**config.mk**
```make
export PLATFORM = sky130hd
export DESIGN_NAME = xml_item_tokenizer
export DESIGN_NICKNAME = d
export VERILOG_FILES = /design/src/rtl/xit_pkg.sv /design/src/rtl/xml_item_tokenizer.sv /design/src/rtl/xit_engine.sv /design/src/rtl/xit_rsp_fifo.sv
export VERILOG_INCLUDE_DIRS = /design/src /design/src/rtl
export SDC_FILE = /design/constraint.sdc
export NUM_CORES = 1
export LEC_CHECK = 0
export ABC_CLOCK_PERIOD_IN_PS = 6400
export BUFFER_PORTS_ARGS = -buffer_cell sky130_fd_sc_hd__buf_2
export CAP_MARGIN = 20
export CORE_UTILIZATION = 38
export CTS_CLUSTER_DIAMETER = 60
export DETAILED_ROUTE_END_ITERATION = 16
export SKIP_CTS_REPAIR_TIMING = 1
export SLEW_MARGIN = 40
export SYNTH_ARGS = -nofsm -noshare
export SYNTH_HDL_FRONTEND = slang
export SYNTH_HIERARCHICAL = 1
export SYNTH_SLANG_ARGS = --single-unit
```
**constraint.sdc**
```tcl
create_clock -name clock -period 6.4 [get_ports clock]
set_input_delay 1.6 -clock clock [delete_from_list [all_inputs] [get_ports clock]]
set_output_delay 1.6 -clock clock [all_outputs]
set_load 0.005 [all_outputs]
```
**src/rtl/xml_item_tokenizer_defines.svh**
```systemverilog
// Assertion macros shared by the tokenizer modules.
// Both sample on the rising edge of clock and are disabled while reset is high.
`ifndef XML_ITEM_TOKENIZER_DEFINES_SVH
`define XML_ITEM_TOKENIZER_DEFINES_SVH

// General property check.
`define XIT_ASSERT(lbl, prop, msg) \
   lbl: assert property (@(posedge clock) disable iff (reset) (prop)) \
      else $error(msg);

// Check that a condition implies a consequence in the same cycle.
`define XIT_ASSERT_IMPL(lbl, ante, cons, msg) \
   lbl: assert property (@(posedge clock) disable iff (reset) (ante) |-> (cons)) \
      else $error(msg);

`endif

```
**src/rtl/xit_pkg.sv**
```systemverilog
`timescale 1ns / 1ps

package xit_pkg;

   typedef enum logic [3:0] {
      MODE_IDLE       = 4'd0,
      MODE_WAIT       = 4'd1,
      MODE_TYPE       = 4'd2,
      MODE_NAME       = 4'd3,
      MODE_PI         = 4'd4,
      MODE_WS_FOUND   = 4'd5,
      MODE_TYPE_FOUND = 4'd6,
      MODE_NAME_FOUND = 4'd7,
      MODE_PI_FOUND   = 4'd8,
      MODE_ERROR      = 4'd9
   } mode_type;

   localparam logic [1:0] FUNC_CHAR  = 2'd0;
   localparam logic [1:0] FUNC_CMD   = 2'd1;
   localparam logic [1:0] FUNC_CLEAR = 2'd2;

   localparam logic [1:0] ACT_ITEM = 2'd0;
   localparam logic [1:0] ACT_NAME = 2'd1;
   localparam logic [1:0] ACT_PI   = 2'd2;

   localparam logic [1:0] OPT_NONE    = 2'd0;
   localparam logic [1:0] OPT_SYNC    = 2'd1;
   localparam logic [1:0] OPT_SKIP_WS = 2'd2;

   localparam logic [2:0] ST_MORE = 3'd0;
   localparam logic [2:0] ST_DONE = 3'd1;
   localparam logic [2:0] ST_ERR  = 3'd2;
   localparam logic [2:0] ST_VAL  = 3'd3;
   localparam logic [2:0] ST_ACC  = 3'd4;
   localparam logic [2:0] ST_REJ  = 3'd5;

   localparam logic [2:0] KIND_NONE    = 3'd0;
   localparam logic [2:0] KIND_WS      = 3'd1;
   localparam logic [2:0] KIND_PI      = 3'd2;
   localparam logic [2:0] KIND_DOCTYPE = 3'd3;
   localparam logic [2:0] KIND_COMMENT = 3'd4;
   localparam logic [2:0] KIND_ELEMENT = 3'd5;

   localparam logic [20:0] CH_LT    = 21'h3C;
   localparam logic [20:0] CH_GT    = 21'h3E;
   localparam logic [20:0] CH_QUEST = 21'h3F;
   localparam logic [20:0] CH_BANG  = 21'h21;

   // Lengths of the spellings that follow '<' for comments and doctypes.
   localparam logic [3:0] CMT_LEN = 4'd3;
   localparam logic [3:0] DOC_LEN = 4'd8;

   // Response queue: four entries, a request is processed only while two are free.
   localparam int unsigned QUEUE_DEPTH = 4;
   localparam int unsigned QUEUE_AW    = $clog2(QUEUE_DEPTH);
   localparam logic [2:0]  ROOM_LIMIT  = 3'(QUEUE_DEPTH - 2);

   typedef struct packed {
      logic [2:0]  status;
      logic [2:0]  kind;
      logic [20:0] code_point;
      logic        last;
   } rsp_type;

   typedef struct packed {
      mode_type    mode;
      logic [1:0]  option;
      logic        held_valid;
      logic [20:0] held_cp;
      logic [3:0]  prefix_idx;
      logic [1:0]  cands;
      logic        q_pend;
      logic        name_started;
   } state_type;

   localparam state_type STATE_RESET = '{
      mode:         MODE_IDLE,
      option:       2'd0,
      held_valid:   1'b0,
      held_cp:      21'd0,
      prefix_idx:   4'd0,
      cands:        2'b11,
      q_pend:       1'b0,
      name_started: 1'b0
   };

   // Up to two responses produced by one processed request.
   typedef struct packed {
      logic [1:0] cnt;
      rsp_type    r0;
      rsp_type    r1;
   } push_type;

   typedef struct packed {
      state_type  st;
      logic [1:0] cnt;
      rsp_type    r0;
      rsp_type    r1;
   } step_type;

   function automatic logic is_ws(logic [20:0] c);
      return c inside {21'h20, 21'h09, 21'h0D, 21'h0A};
   endfunction

   function automatic logic is_xml_char(logic [20:0] c);
      return c inside {21'h09, 21'h0A, 21'h0D, [21'h20 : 21'hD7FF],
                       [21'hE000 : 21'hFFFD], [21'h10000 : 21'h10FFFF]};
   endfunction

   function automatic logic is_name_start(logic [20:0] c);
      return c inside {21'h3A, [21'h41 : 21'h5A], 21'h5F, [21'h61 : 21'h7A],
                       [21'hC0 : 21'hD6], [21'hD8 : 21'hF6], [21'hF8 : 21'h2FF],
                       [21'h370 : 21'h37D], [21'h37F : 21'h1FFF],
                       [21'h200C : 21'h200D], [21'h2070 : 21'h218F],
                       [21'h2C00 : 21'h2FEF], [21'h3001 : 21'hD7FF],
                       [21'hF900 : 21'hFDCF], [21'hFDF0 : 21'hFFFD],
                       [21'h10000 : 21'hEFFFF]};
   endfunction

   function automatic logic is_name_char(logic [20:0] c);
      return is_name_start(c) ||
             (c inside {21'h2D, 21'h2E, [21'h30 : 21'h39], 21'hB7,
                        [21'h300 : 21'h36F], [21'h203F : 21'h2040]});
   endfunction

   // Spelling of "!--".
   function automatic logic [20:0] cmt_char(logic [3:0] idx);
      logic [20:0] r;
      case (idx)
         4'd0:    r = CH_BANG;
         4'd1:    r = 21'h2D;
         4'd2:    r = 21'h2D;
         default: r = 21'h0;
      endcase
      return r;
   endfunction

   // Spelling of "!DOCTYPE".
   function automatic logic [20:0] doc_char(logic [3:0] idx);
      logic [20:0] r;
      case (idx)
         4'd0:    r = CH_BANG;
         4'd1:    r = 21'h44;
         4'd2:    r = 21'h4F;
         4'd3:    r = 21'h43;
         4'd4:    r = 21'h54;
         4'd5:    r = 21'h59;
         4'd6:    r = 21'h50;
         4'd7:    r = 21'h45;
         default: r = 21'h0;
      endcase
      return r;
   endfunction

endpackage

```
**src/rtl/xml_item_tokenizer.sv**
```systemverilog
`timescale 1ns / 1ps
// A request is registered in the input register, and its responses are registered in the
// response queue whose head drives the output. One request per cycle is taken while the
// queue has two free entries, so the four-entry queue absorbs a second response.
// Reset is synchronous and active high; it empties the input register and the
// response queue and returns the parser to idle.

module xml_item_tokenizer (
   input  logic        clock,
   input  logic        reset,

   input  logic        req_valid,
   output logic        req_stall,
   input  logic [1:0]  req_func,
   input  logic [20:0] req_character,
   input  logic [1:0]  req_action,
   input  logic [1:0]  req_option,

   output logic        rsp_valid,
   input  logic        rsp_stall,
   output logic [2:0]  rsp_status,
   output logic [2:0]  rsp_item_kind,
   output logic [20:0] rsp_code_point,
   output logic        rsp_last
);

   // Input register. A request sits here while the engine works on it, and stays
   // longer when the response queue lacks room for two responses.
   logic        in_valid_ff;
   logic        in_valid_in;
   logic [1:0]  in_func_ff;
   logic [20:0] in_char_ff;
   logic [1:0]  in_action_ff;
   logic [1:0]  in_option_ff;

   logic              req_accept;
   logic              step_en;
   logic              room;
   logic              pop;
   logic [2:0]        fifo_count;
   xit_pkg::push_type push;
   xit_pkg::rsp_type  head;

   // The engine may produce two responses for one request, so it only steps
   // while the queue has two free entries. The input register refills in the
   // same cycle that its request is consumed.
   assign room       = fifo_count <= xit_pkg::ROOM_LIMIT;
   assign step_en    = in_valid_ff && room;
   assign req_stall  = in_valid_ff && !room;
   assign req_accept = req_valid && !req_stall;

   always_comb begin
      if (req_accept) begin
         in_valid_in = 1'b1;
      end else if (step_en) begin
         in_valid_in = 1'b0;
      end else begin
         in_valid_in = in_valid_ff;
      end
   end

   always_ff @(posedge clock) begin
      if (reset) begin
         in_valid_ff <= 1'b0;
      end else begin
         in_valid_ff <= in_valid_in;
      end
   end

   always_ff @(posedge clock) begin
      if (req_accept) begin
         in_func_ff   <= req_func;
         in_char_ff   <= req_character;
         in_action_ff <= req_action;
         in_option_ff <= req_option;
      end
   end

   // Parser state and the single-pass classification of one request.
   xit_engine u_engine (
      .clock     (clock),
      .reset     (reset),
      .step_en   (step_en),
      .func      (in_func_ff),
      .character (in_char_ff),
      .action    (in_action_ff),
      .option    (in_option_ff),
      .push      (push)
   );

   // Response queue; its head drives the response channel directly.
   xit_rsp_fifo u_rsp_fifo (
      .clock (clock),
      .reset (reset),
      .push  (push),
      .pop   (pop),
      .head  (head),
      .count (fifo_count)
   );

   assign rsp_valid      = fifo_count != 3'd0;
   assign pop            = rsp_valid && !rsp_stall;
   assign rsp_status     = head.status;
   assign rsp_item_kind  = head.kind;
   assign rsp_code_point = head.code_point;
   assign rsp_last       = head.last;

endmodule

```
**src/rtl/xit_engine.sv**
```systemverilog
`timescale 1ns / 1ps
`include "xml_item_tokenizer_defines.svh"

module xit_engine (
   input  logic              clock,
   input  logic              reset,
   input  logic              step_en,
   input  logic [1:0]        func,
   input  logic [20:0]       character,
   input  logic [1:0]        action,
   input  logic [1:0]        option,
   output xit_pkg::push_type push
);

   xit_pkg::state_type state_ff;
   xit_pkg::state_type state_in;
   xit_pkg::state_type cmd_state;
   xit_pkg::step_type  base;
   xit_pkg::step_type  acc;
   xit_pkg::step_type  res;
   xit_pkg::mode_type  cmd_mode;
   logic               cmd_ok;

   // Append one response to a step.
   function automatic xit_pkg::step_type add_res(xit_pkg::step_type i, logic [2:0] status,
                                                 logic [2:0] kind, logic [20:0] cp);
      xit_pkg::step_type o;
      xit_pkg::rsp_type  e;
      o            = i;
      e.status     = status;
      e.kind       = kind;
      e.code_point = cp;
      e.last       = 1'b0;
      if (i.cnt == 2'd0) begin
         o.r0 = e;
      end else begin
         o.r1 = e;
      end
      o.cnt = i.cnt + 2'd1;
      return o;
   endfunction

   // Process one character in the parse state carried by the step.
   function automatic xit_pkg::step_type char_step(xit_pkg::step_type i, logic [20:0] c);
      xit_pkg::step_type  o;
      xit_pkg::state_type s;
      logic [1:0]         keep;
      logic [3:0]         nidx;
      o    = i;
      s    = i.st;
      keep = 2'b00;
      nidx = s.prefix_idx + 4'd1;
      case (s.mode)
         xit_pkg::MODE_WAIT: begin
            if (c == xit_pkg::CH_LT) begin
               o.st.mode       = xit_pkg::MODE_TYPE;
               o.st.prefix_idx = 4'd0;
               o.st.cands      = 2'b11;
            end else if (s.option != xit_pkg::OPT_SYNC) begin
               if (xit_pkg::is_ws(c)) begin
                  if (s.option != xit_pkg::OPT_SKIP_WS) begin
                     o.st.mode = xit_pkg::MODE_WS_FOUND;
                     o = add_res(o, xit_pkg::ST_DONE, xit_pkg::KIND_WS, c);
                  end
               end else begin
                  o.st.mode = xit_pkg::MODE_ERROR;
                  o = add_res(o, xit_pkg::ST_ERR, xit_pkg::KIND_NONE, c);
               end
            end
         end
         xit_pkg::MODE_TYPE: begin
            if (s.prefix_idx == 4'd0) begin
               if (c == xit_pkg::CH_QUEST) begin
                  o.st.mode = xit_pkg::MODE_TYPE_FOUND;
                  o = add_res(o, xit_pkg::ST_DONE, xit_pkg::KIND_PI, xit_pkg::CH_QUEST);
               end else if (c == xit_pkg::CH_BANG) begin
                  o.st.prefix_idx = 4'd1;
                  o.st.cands      = 2'b11;
               end else if (xit_pkg::is_name_start(c)) begin
                  o.st.held_valid = 1'b1;
                  o.st.held_cp    = c;
                  o.st.mode       = xit_pkg::MODE_TYPE_FOUND;
                  o = add_res(o, xit_pkg::ST_DONE, xit_pkg::KIND_ELEMENT, 21'd0);
               end else begin
                  o.st.mode = xit_pkg::MODE_ERROR;
                  o = add_res(o, xit_pkg::ST_ERR, xit_pkg::KIND_NONE, c);
               end
            end else begin
               // Comment and doctype spellings are tracked as separate candidates.
               keep[0] = s.cands[0] && (s.prefix_idx < xit_pkg::CMT_LEN) &&
                         (c == xit_pkg::cmt_char(s.prefix_idx));
               keep[1] = s.cands[1] && (s.prefix_idx < xit_pkg::DOC_LEN) &&
                         (c == xit_pkg::doc_char(s.prefix_idx));
               if (keep == 2'b00) begin
                  o.st.mode = xit_pkg::MODE_ERROR;
                  o = add_res(o, xit_pkg::ST_ERR, xit_pkg::KIND_NONE, c);
               end else begin
                  o.st.cands      = keep;
                  o.st.prefix_idx = nidx;
                  if (keep[0] && (nidx == xit_pkg::CMT_LEN)) begin
                     o.st.mode = xit_pkg::MODE_TYPE_FOUND;
                     o = add_res(o, xit_pkg::ST_DONE, xit_pkg::KIND_COMMENT, 21'd0);
                  end else if (keep[1] && (nidx == xit_pkg::DOC_LEN)) begin
                     o.st.mode = xit_pkg::MODE_TYPE_FOUND;
                     o = add_res(o, xit_pkg::ST_DONE, xit_pkg::KIND_DOCTYPE, 21'd0);
                  end
               end
            end
         end
         xit_pkg::MODE_NAME: begin
            if (!s.name_started) begin
               if (xit_pkg::is_name_start(c)) begin
                  o.st.name_started = 1'b1;
                  o = add_res(o, xit_pkg::ST_VAL, xit_pkg::KIND_NONE, c);
               end else if (!((s.option == xit_pkg::OPT_SKIP_WS) && xit_pkg::is_ws(c))) begin
                  o.st.mode = xit_pkg::MODE_ERROR;
                  o = add_res(o, xit_pkg::ST_ERR, xit_pkg::KIND_NONE, c);
               end
            end else if (xit_pkg::is_name_char(c)) begin
               o = add_res(o, xit_pkg::ST_VAL, xit_pkg::KIND_NONE, c);
            end else begin
               o.st.held_valid = 1'b1;
               o.st.held_cp    = c;
               o.st.mode       = xit_pkg::MODE_NAME_FOUND;
               o = add_res(o, xit_pkg::ST_DONE, xit_pkg::KIND_NONE, c);
            end
         end
         xit_pkg::MODE_PI: begin
            o.st.q_pend = 1'b0;
            if (!xit_pkg::is_xml_char(c)) begin
               o.st.mode = xit_pkg::MODE_ERROR;
               o = add_res(o, xit_pkg::ST_ERR, xit_pkg::KIND_NONE, c);
            end else if (s.q_pend && (c == xit_pkg::CH_GT)) begin
               o.st.mode = xit_pkg::MODE_PI_FOUND;
               o = add_res(o, xit_pkg::ST_DONE, xit_pkg::KIND_NONE, 21'd0);
            end else begin
               // A held '?' that is not followed by '>' is part of the value.
               if (s.q_pend) begin
                  o = add_res(o, xit_pkg::ST_VAL, xit_pkg::KIND_NONE, xit_pkg::CH_QUEST);
               end
               if (c == xit_pkg::CH_QUEST) begin
                  o.st.q_pend = 1'b1;
               end else begin
                  o = add_res(o, xit_pkg::ST_VAL, xit_pkg::KIND_NONE, c);
               end
            end
         end
         default: begin
            o.st.mode = xit_pkg::MODE_ERROR;
            o = add_res(o, xit_pkg::ST_ERR, xit_pkg::KIND_NONE, c);
         end
      endcase
      return o;
   endfunction

   always_comb begin
      cmd_ok   = 1'b0;
      cmd_mode = xit_pkg::MODE_ERROR;
      case (action)
         xit_pkg::ACT_ITEM: begin
            cmd_ok = (state_ff.mode inside {xit_pkg::MODE_IDLE, xit_pkg::MODE_WS_FOUND,
                                            xit_pkg::MODE_PI_FOUND}) &&
                     (option inside {xit_pkg::OPT_NONE, xit_pkg::OPT_SYNC,
                                     xit_pkg::OPT_SKIP_WS});
            cmd_mode = xit_pkg::MODE_WAIT;
         end
         xit_pkg::ACT_NAME: begin
            cmd_ok = (state_ff.mode == xit_pkg::MODE_TYPE_FOUND) &&
                     (option inside {xit_pkg::OPT_NONE, xit_pkg::OPT_SKIP_WS});
            cmd_mode = xit_pkg::MODE_NAME;
         end
         xit_pkg::ACT_PI: begin
            cmd_ok = (state_ff.mode == xit_pkg::MODE_NAME_FOUND) &&
                     (option inside {xit_pkg::OPT_NONE, xit_pkg::OPT_SKIP_WS});
            cmd_mode = xit_pkg::MODE_PI;
         end
         default: begin
            cmd_ok   = 1'b0;
            cmd_mode = xit_pkg::MODE_ERROR;
         end
      endcase

      cmd_state              = state_ff;
      cmd_state.mode         = cmd_mode;
      cmd_state.option       = option;
      cmd_state.prefix_idx   = 4'd0;
      cmd_state.cands        = 2'b11;
      cmd_state.q_pend       = 1'b0;
      cmd_state.name_started = 1'b0;
      cmd_state.held_valid   = 1'b0;
      cmd_state.held_cp      = 21'd0;

      base.st  = state_ff;
      base.cnt = 2'd0;
      base.r0  = '0;
      base.r1  = '0;

      acc    = base;
      acc.st = cmd_state;
      acc    = add_res(acc, xit_pkg::ST_ACC, xit_pkg::KIND_NONE, 21'd0);

      case (func)
         xit_pkg::FUNC_CHAR: begin
            res = char_step(base, character);
            if (res.cnt == 2'd0) begin
               res = add_res(res, xit_pkg::ST_MORE, xit_pkg::KIND_NONE, 21'd0);
            end
         end
         xit_pkg::FUNC_CMD: begin
            if (!cmd_ok) begin
               res = add_res(base, xit_pkg::ST_REJ, xit_pkg::KIND_NONE, 21'd0);
            end else if (state_ff.held_valid) begin
               // The held character is replayed at once in the new mode.
               res = char_step(acc, state_ff.held_cp);
            end else begin
               res = acc;
            end
         end
         xit_pkg::FUNC_CLEAR: begin
            res    = base;
            res.st = xit_pkg::STATE_RESET;
            res    = add_res(res, xit_pkg::ST_ACC, xit_pkg::KIND_NONE, 21'd0);
         end
         default: begin
            res = add_res(base, xit_pkg::ST_REJ, xit_pkg::KIND_NONE, 21'd0);
         end
      endcase

      if (res.cnt == 2'd2) begin
         res.r1.last = 1'b1;
      end else begin
         res.r0.last = 1'b1;
      end

      state_in = res.st;
      push.cnt = step_en ? res.cnt : 2'd0;
      push.r0  = res.r0;
      push.r1  = res.r1;
   end

   always_ff @(posedge clock) begin
      if (reset) begin
         state_ff <= xit_pkg::STATE_RESET;
      end else if (step_en) begin
         state_ff <= state_in;
      end
   end

   `XIT_ASSERT(a_error_sticky, ((state_ff.mode == xit_pkg::MODE_ERROR) && step_en && (func != xit_pkg::FUNC_CLEAR)) |=> (state_ff.mode == xit_pkg::MODE_ERROR), "error mode left without a clear")
   `XIT_ASSERT_IMPL(a_no_held_in_read, (state_ff.mode == xit_pkg::MODE_WAIT) || (state_ff.mode == xit_pkg::MODE_TYPE) || (state_ff.mode == xit_pkg::MODE_NAME) || (state_ff.mode == xit_pkg::MODE_PI), !state_ff.held_valid, "held character left unconsumed in a reading mode")
   `XIT_ASSERT_IMPL(a_step_has_rsp, step_en, push.cnt != 2'd0, "processed request produced no response")

endmodule

```
**src/rtl/xit_rsp_fifo.sv**
```systemverilog
`timescale 1ns / 1ps
`include "xml_item_tokenizer_defines.svh"

module xit_rsp_fifo (
   input  logic              clock,
   input  logic              reset,
   input  xit_pkg::push_type push,
   input  logic              pop,
   output xit_pkg::rsp_type  head,
   output logic [2:0]        count
);

   xit_pkg::rsp_type              queue_ff [xit_pkg::QUEUE_DEPTH];
   logic [xit_pkg::QUEUE_AW-1:0]  wr_ptr_ff;
   logic [xit_pkg::QUEUE_AW-1:0]  wr_ptr_in;
   logic [xit_pkg::QUEUE_AW-1:0]  wr_next;
   logic [xit_pkg::QUEUE_AW-1:0]  rd_ptr_ff;
   logic [xit_pkg::QUEUE_AW-1:0]  rd_ptr_in;
   logic [2:0]                    count_ff;
   logic [2:0]                    count_in;

   always_comb begin
      wr_next   = wr_ptr_ff + 1'b1;
      wr_ptr_in = wr_ptr_ff + push.cnt[xit_pkg::QUEUE_AW-1:0];
      rd_ptr_in = pop ? rd_ptr_ff + 1'b1 : rd_ptr_ff;
      count_in  = count_ff + {1'b0, push.cnt} - {2'b00, pop};
   end

   always_ff @(posedge clock) begin
      if (push.cnt != 2'd0) begin
         queue_ff[wr_ptr_ff] <= push.r0;
      end
      if (push.cnt == 2'd2) begin
         queue_ff[wr_next] <= push.r1;
      end
   end

   always_ff @(posedge clock) begin
      if (reset) begin
         wr_ptr_ff <= '0;
         rd_ptr_ff <= '0;
         count_ff  <= 3'd0;
      end else begin
         wr_ptr_ff <= wr_ptr_in;
         rd_ptr_ff <= rd_ptr_in;
         count_ff  <= count_in;
      end
   end

   assign head  = queue_ff[rd_ptr_ff];
   assign count = count_ff;

   `XIT_ASSERT_IMPL(a_push_room, push.cnt != 2'd0, count_ff <= xit_pkg::ROOM_LIMIT, "responses pushed without two free entries")
   `XIT_ASSERT(a_count_bound, count_ff <= 3'(xit_pkg::QUEUE_DEPTH), "response queue overflow")
   `XIT_ASSERT(a_ptr_track, wr_ptr_ff == (rd_ptr_ff + count_ff[xit_pkg::QUEUE_AW-1:0]), "queue pointers disagree with fill count")

endmodule

```
; Yosys cells after proc, flatten, opt, wreduce, memory -nomap -nowiden
; Memories as Yosys holds them, arrays and structs flattened. A register that Yosys moved wholly into a read port is not among the register bits.
; Index checks and enable logic that the tools add are counted.
[op_classes]
n_eq_ne = 55
n_addsub = 8
reduce_logical = 82
n_mux = 78
magnitude_cmp = 71
mul = 0
bitwise_logic = 0
n_div = 0
shifts = 0
[op_table]
columns = operator, n
row1 = $mux 94, 30
row2 = $pmux 94 s4, 2
row3 = $pmux 94 s3, 1
row4 = $eq 21x6->1 const B, 13
row5 = $mux 60, 4
row6 = $ge 21x14->1 const B, 9
row7 = $mux 58, 3
row8 = $le 21x14->1 const B, 7
row9 = $mux 21, 7
row10 = $eq 21x4->1 const B, 6
row11 = $ge 21x16->1 const B, 6
row12 = $ge 21x8->1 const B, 6
row13 = $le 21x16->1 const B, 6
row14 = $mux 28, 4
row15 = $ge 21x10->1 const B, 5
row16 = $le 21x10->1 const B, 5
row17 = $ge 21x7->1 const B, 4
row18 = $le 21x7->1 const B, 4
row19 = $le 21x8->1 const B, 4
row20 = $ge 21x6->1 const B, 3
row21 = $mux 57, 1
row22 = $logic_and 1x1->1, 53
row23 = $mux 24, 2
row24 = $eq 21x21->1, 2
row25 = 43 further kinds, 107
[totals]
out_inout_bits = 30
mem_bits_ro = 56
reg_bits = 71
memories = 2
latch_bits = 0
ram_bits = 112
elab_cells = 312
[memory_table]
columns = memory, depth, width, read_ports, rd_clocked_by_memory_dff, wr, line_no
row1 = u_rsp_fifo.queue_ff, 4, 28, 1, 1, 2, xit_rsp_fifo.sv:13  ; xit_pkg::rsp_type queue_ff [xit_pkg::QUEUE_DEPTH];
row2 = (name not given), 8, 7, 1, 1, 0, xit_pkg.sv:141  ; case (idx)

; Depth between registers and ports, before layout
[depth]
word_depth = 21
mapped_depth = 19
mapped_depth_nobuf = 17

; By module
; The synthesis kept the hierarchy.
[modules_own_cells]
columns = mod, instances, seq_area_each_um2, area_per_inst_um2, cells_each
row1 = xit_engine, 1, 860.8, 6088.3, 891
row2 = xit_rsp_fifo, 1, 3543.4, 5982.0, 314
row3 = xml_item_tokenizer, 1, 830.8, 898.4, 38

; Worst setup path before layout
; Ideal clock, no wire load.
[synth_timing]
path_type = register to register
start = register in_char_ff[16]
end = memory u_rsp_fifo/queue_ff[0][0] in the netlist's numbering, enable pin
setup_time_ns = 0.452
stages_incl_launch_ff = 16
path_buffers = 2
setup_slack_ns = 0.363
t_arrival_ns = 5.585
path_cell_list = edfxtp_1 nor4_4 nand2_2 or3_1 clkbuf_1 clkinv_1 ha_1 or3_1 a221oi_1 ha_1 mux2i_1 a21oi_1 nor3_1 buf_2 o21bai_1 o21ai_0
[synth_rtl]
columns = element, line_no
row1 = start: declaration, xml_item_tokenizer.sv:32  ; logic [20:0] in_char_ff;
row2 = start signal: assignment, xml_item_tokenizer.sv:73  ; in_char_ff <= req_character;
row3 = end: declaration, xit_rsp_fifo.sv:13

==> results.yml <==
outcome:
  status: "completed"
place:
  dp_cells: 1634
  gp_congestion: 0.9663
  port_buffers: 60
  hpwl_mm: 25.10
  pre_cts_slack_ps: 860.4
pwr:
  power-per-cell-area_nw_per_um2: 222.4
  ir_drop_mv: 0.1702
  leakage_nw: 4.856
  finalPower_w: 0.003066
logic_synthesis:
  yosysTopAreaCell: "edfxtp_1"
  synth.most_common_cell: "edfxtp_1"
  synthTopCellsByArea: "edfxtp_1, dfxtp_1, mux2_1"
  ys_seq_elements: 192
  synthFlopType: "edfxtp_1"
  syn_avg_cell_area_um2: 10.43
  synth_top_area_share_pct: 32.19
  ys_types: 100
  synthCells: 1243
  synth_edf_count: 139
  ys_async_sr_fraction_pct: 0
  ys_seq_area_share_pct: 40.37
  synthesis.area_um2: 12970
  synth.cells.most_frequent: "edfxtp_1, nor2_1, mux2_1, nand2_1, buf_4"
  yosysWarnings: 6
clock_tree:
  cts_buffers: 17
  htreeDepth: 4
  clock_path_buffers: 2
  clk_pin_slew_ps: 70
  clock_sinks: 192
  clock-root-buffer: "clkbuf_16"
  tritoncts: "yes"
  clkLatencyLatePin_ps: 440
sta:
  tns_ps: 0
  slew-limit-headroom_pct: 44.08
  worstMarginPinSlew_ps: 831.9
  rsz0062_at_grt: "no"
  slew_violations: 0
  post-route-min-period_ps: 5625
  max_freq_mhz: 177.8
  finClkSkew_ps: 13.45
  post-route-period-util_pct: 87.89
  fin_ws_ps: 774.8
  setup_viol: 0
  hold_viol: 0
setup_path:
  crit_chain: "nor4_4, nand2_2, or3_1, clkinv_1, ha_1, or3_1, a221oi_1, ha_1, nor2_1, a2111o_1, and2_1, and4bb_2, buf_12, mux2_1"
  cp.arrival_ps: 5810
  cp.buffers_inverters: 2
  worstPathMaxFanout: 15
  worstPathRequired_ps: 6590
  reg2reg_to: "u_rsp_fifo/queue_ff[3][2]$_DFFE_PP_"
  critPathTopFamily: "simple AND/OR/NAND/NOR gates"
  r2r_slack_ps: 770
  critical_path_class: "register to register"
  end_kind: "register"
  critPathLaunchType: "register"
  slowest_stage: "and4bb_2"
  regToRegStartpoint: "in_char_ff[16]$_DFFE_PP_"
  max_stage_delay_ps: 730
  ff2ff_path_depth: 14
grt:
  grt_max_degree: 36
  grtUsageTotal_pct: 20.03
  grt_first_pass_wirelength_mm: 54.48
  grt_pass1_vias: 9276
  antenna_found_initial: 0
  overflow: 0
detailed_routing:
  wl_mm: 35.65
  dr_total_vias: 10025
  drt-pass1-iter-count: 9
  ant_nets: 0
  wire_per_inst_um: 21.40
  via_per_inst: 6.017
  first_iter_violations: 1158
  route.detailed.drc: 0
hold_path:
  min_to: "u_engine/base[61]$_SDFFE_PP1P_"
  hp-start: "u_engine/base[61]$_SDFFE_PP1P_"
  min_path_type: "register to register"
  hold_depth: 2
final_layout:
  seq_area_um2: 5240
  layout.nets: 1264
  instances_no_fill: 1666
  antenna_cells: 0
  drive_above_1_share_pct: 17.49
  syn_to_final_growth_pct: 6.281
  multiInputGateArea_um2: 6761
  fillCellCount: 3278
  final_util_pct: 41.10
job:
  cap_violations: 0
floorplanning:
  start_util_pct: 38.68
  num_io_pins: 61
  coreArea_um2: 33530
  fp-row-count: 67
  dieArea_um2: 34870
  die_h_um: 186.7
  die_x_um: 186.7
[worst min-delay path, cell delays in order (launching register included)]
cell	delay [ps]
dfxtp_1	330
a21oi_1	70
o31ai_1	70
[cell usage in the layout, fill, tap and decap left out, drive strengths merged, types with 17 or more instances in the layout]
cell type	instances
mux4	28
inv	51
nor4	23
a21oi	44
a211oi	17
nor2	107
nand2	80
mux2	113
nand3	24
ha	27
nand4	31
dfxtp	53
buf	85
clkbuf	18
nor3	47
edfxtp	139
nor2b	19
a22o	23
o21ai	32
a22oi	22
or3	17
[report_power, final]
| part | total [W] | switching [W] | internal, W |
|---|---|---|---|
| Combinational | 0.000551 | 0.000264 | 0.000287 |
| Sequential | 0.00150 | 0.000107 | 0.00139 |
| Clock | 0.00101 | 0.000503 | 0.000511 |
[cells by family after synthesis]
kind of cell	count (synthesis)	share of synthesized area, %
xor gates and xnor gates	13	1.100
buffers and inverters	189	8.046
and+or+nand+nor	429	18.01
AOI/OAI and AO/OA	247	13.94
adders and majority gates	28	2.759
DFF	192	40.37
muxes	144	15.75
other	1	0.02892
[layer usage]
| layer | wire, um | global-route usage [%] | vias up |
|---|---|---|---|
| met4 | 1029 | 6.841 | 0 |
| li1 | - | - | 4608 |
| met1 | 16010 | 28.03 | 4878 |
| met3 | 2634 | 3.780 | 61 |
| met5 | 0 | 0 | - |
| met2 | 15980 | 31.00 | 478 |
[flip-flops by register name, summed over array words and instances (netlist names), named ones only]
register              cells
u_rsp_fifo/queue_ff     112
u_engine/base            36
in_char_ff               21
u_rsp_fifo/count          3
in_action_ff              2
in_func_ff                2
in_option_ff              2
u_rsp_fifo/rd_ptr_ff      2
u_rsp_fifo/wr_ptr_ff      2
in_valid_ff               1
[area by class of cell]
| class | instances | area share, % |
|---|---|---|
| clock buffers | 18 | 3.114 |
| flip-flops and latches | 192 | 38.02 |
| multi-input cells | 864 | 49.06 |
| clock inverters | 14 | 0.8896 |
| well taps | 448 | 4.067 |
| inverters | 45 | 1.225 |
| repair buffers | 85 | 3.631 |
[metrics by stage]
| stage | area [um^2] | hold WS (ps) |
|---|---|---|
| after floorplan | 12980 | 430.8 |
| after global placement | 13190 | 455.6 |
| after detailed placement | 13220 | 487.1 |
| after CTS | 13770 | 505.9 |
| after global routing | 13780 | 523.3 |
| final | 13780 | 504.5 |
[how the worst max path moves through the flow]
stage,startpoint,endpoint,slack [ps],depth (start not counted)
global route,in_char_ff[16]$_DFFE_PP_,u_rsp_fifo/queue_ff[3][27]$_DFFE_PP_,520,14
global placement,in_char_ff[16]$_DFFE_PP_,u_rsp_fifo/queue_ff[3][6]$_DFFE_PP_,960,14
floorplan,in_char_ff[16]$_DFFE_PP_,u_rsp_fifo/queue_ff[0][0]$_DFFE_PP_,360,15
CTS,in_char_ff[16]$_DFFE_PP_,u_rsp_fifo/queue_ff[3][27]$_DFFE_PP_,830,14
detailed placement,in_char_ff[16]$_DFFE_PP_,u_rsp_fifo/queue_ff[3][27]$_DFFE_PP_,860,14
finish,in_char_ff[16]$_DFFE_PP_,u_rsp_fifo/queue_ff[3][2]$_DFFE_PP_,770,14
Note: power is estimated with default switching activity, not from simulation.
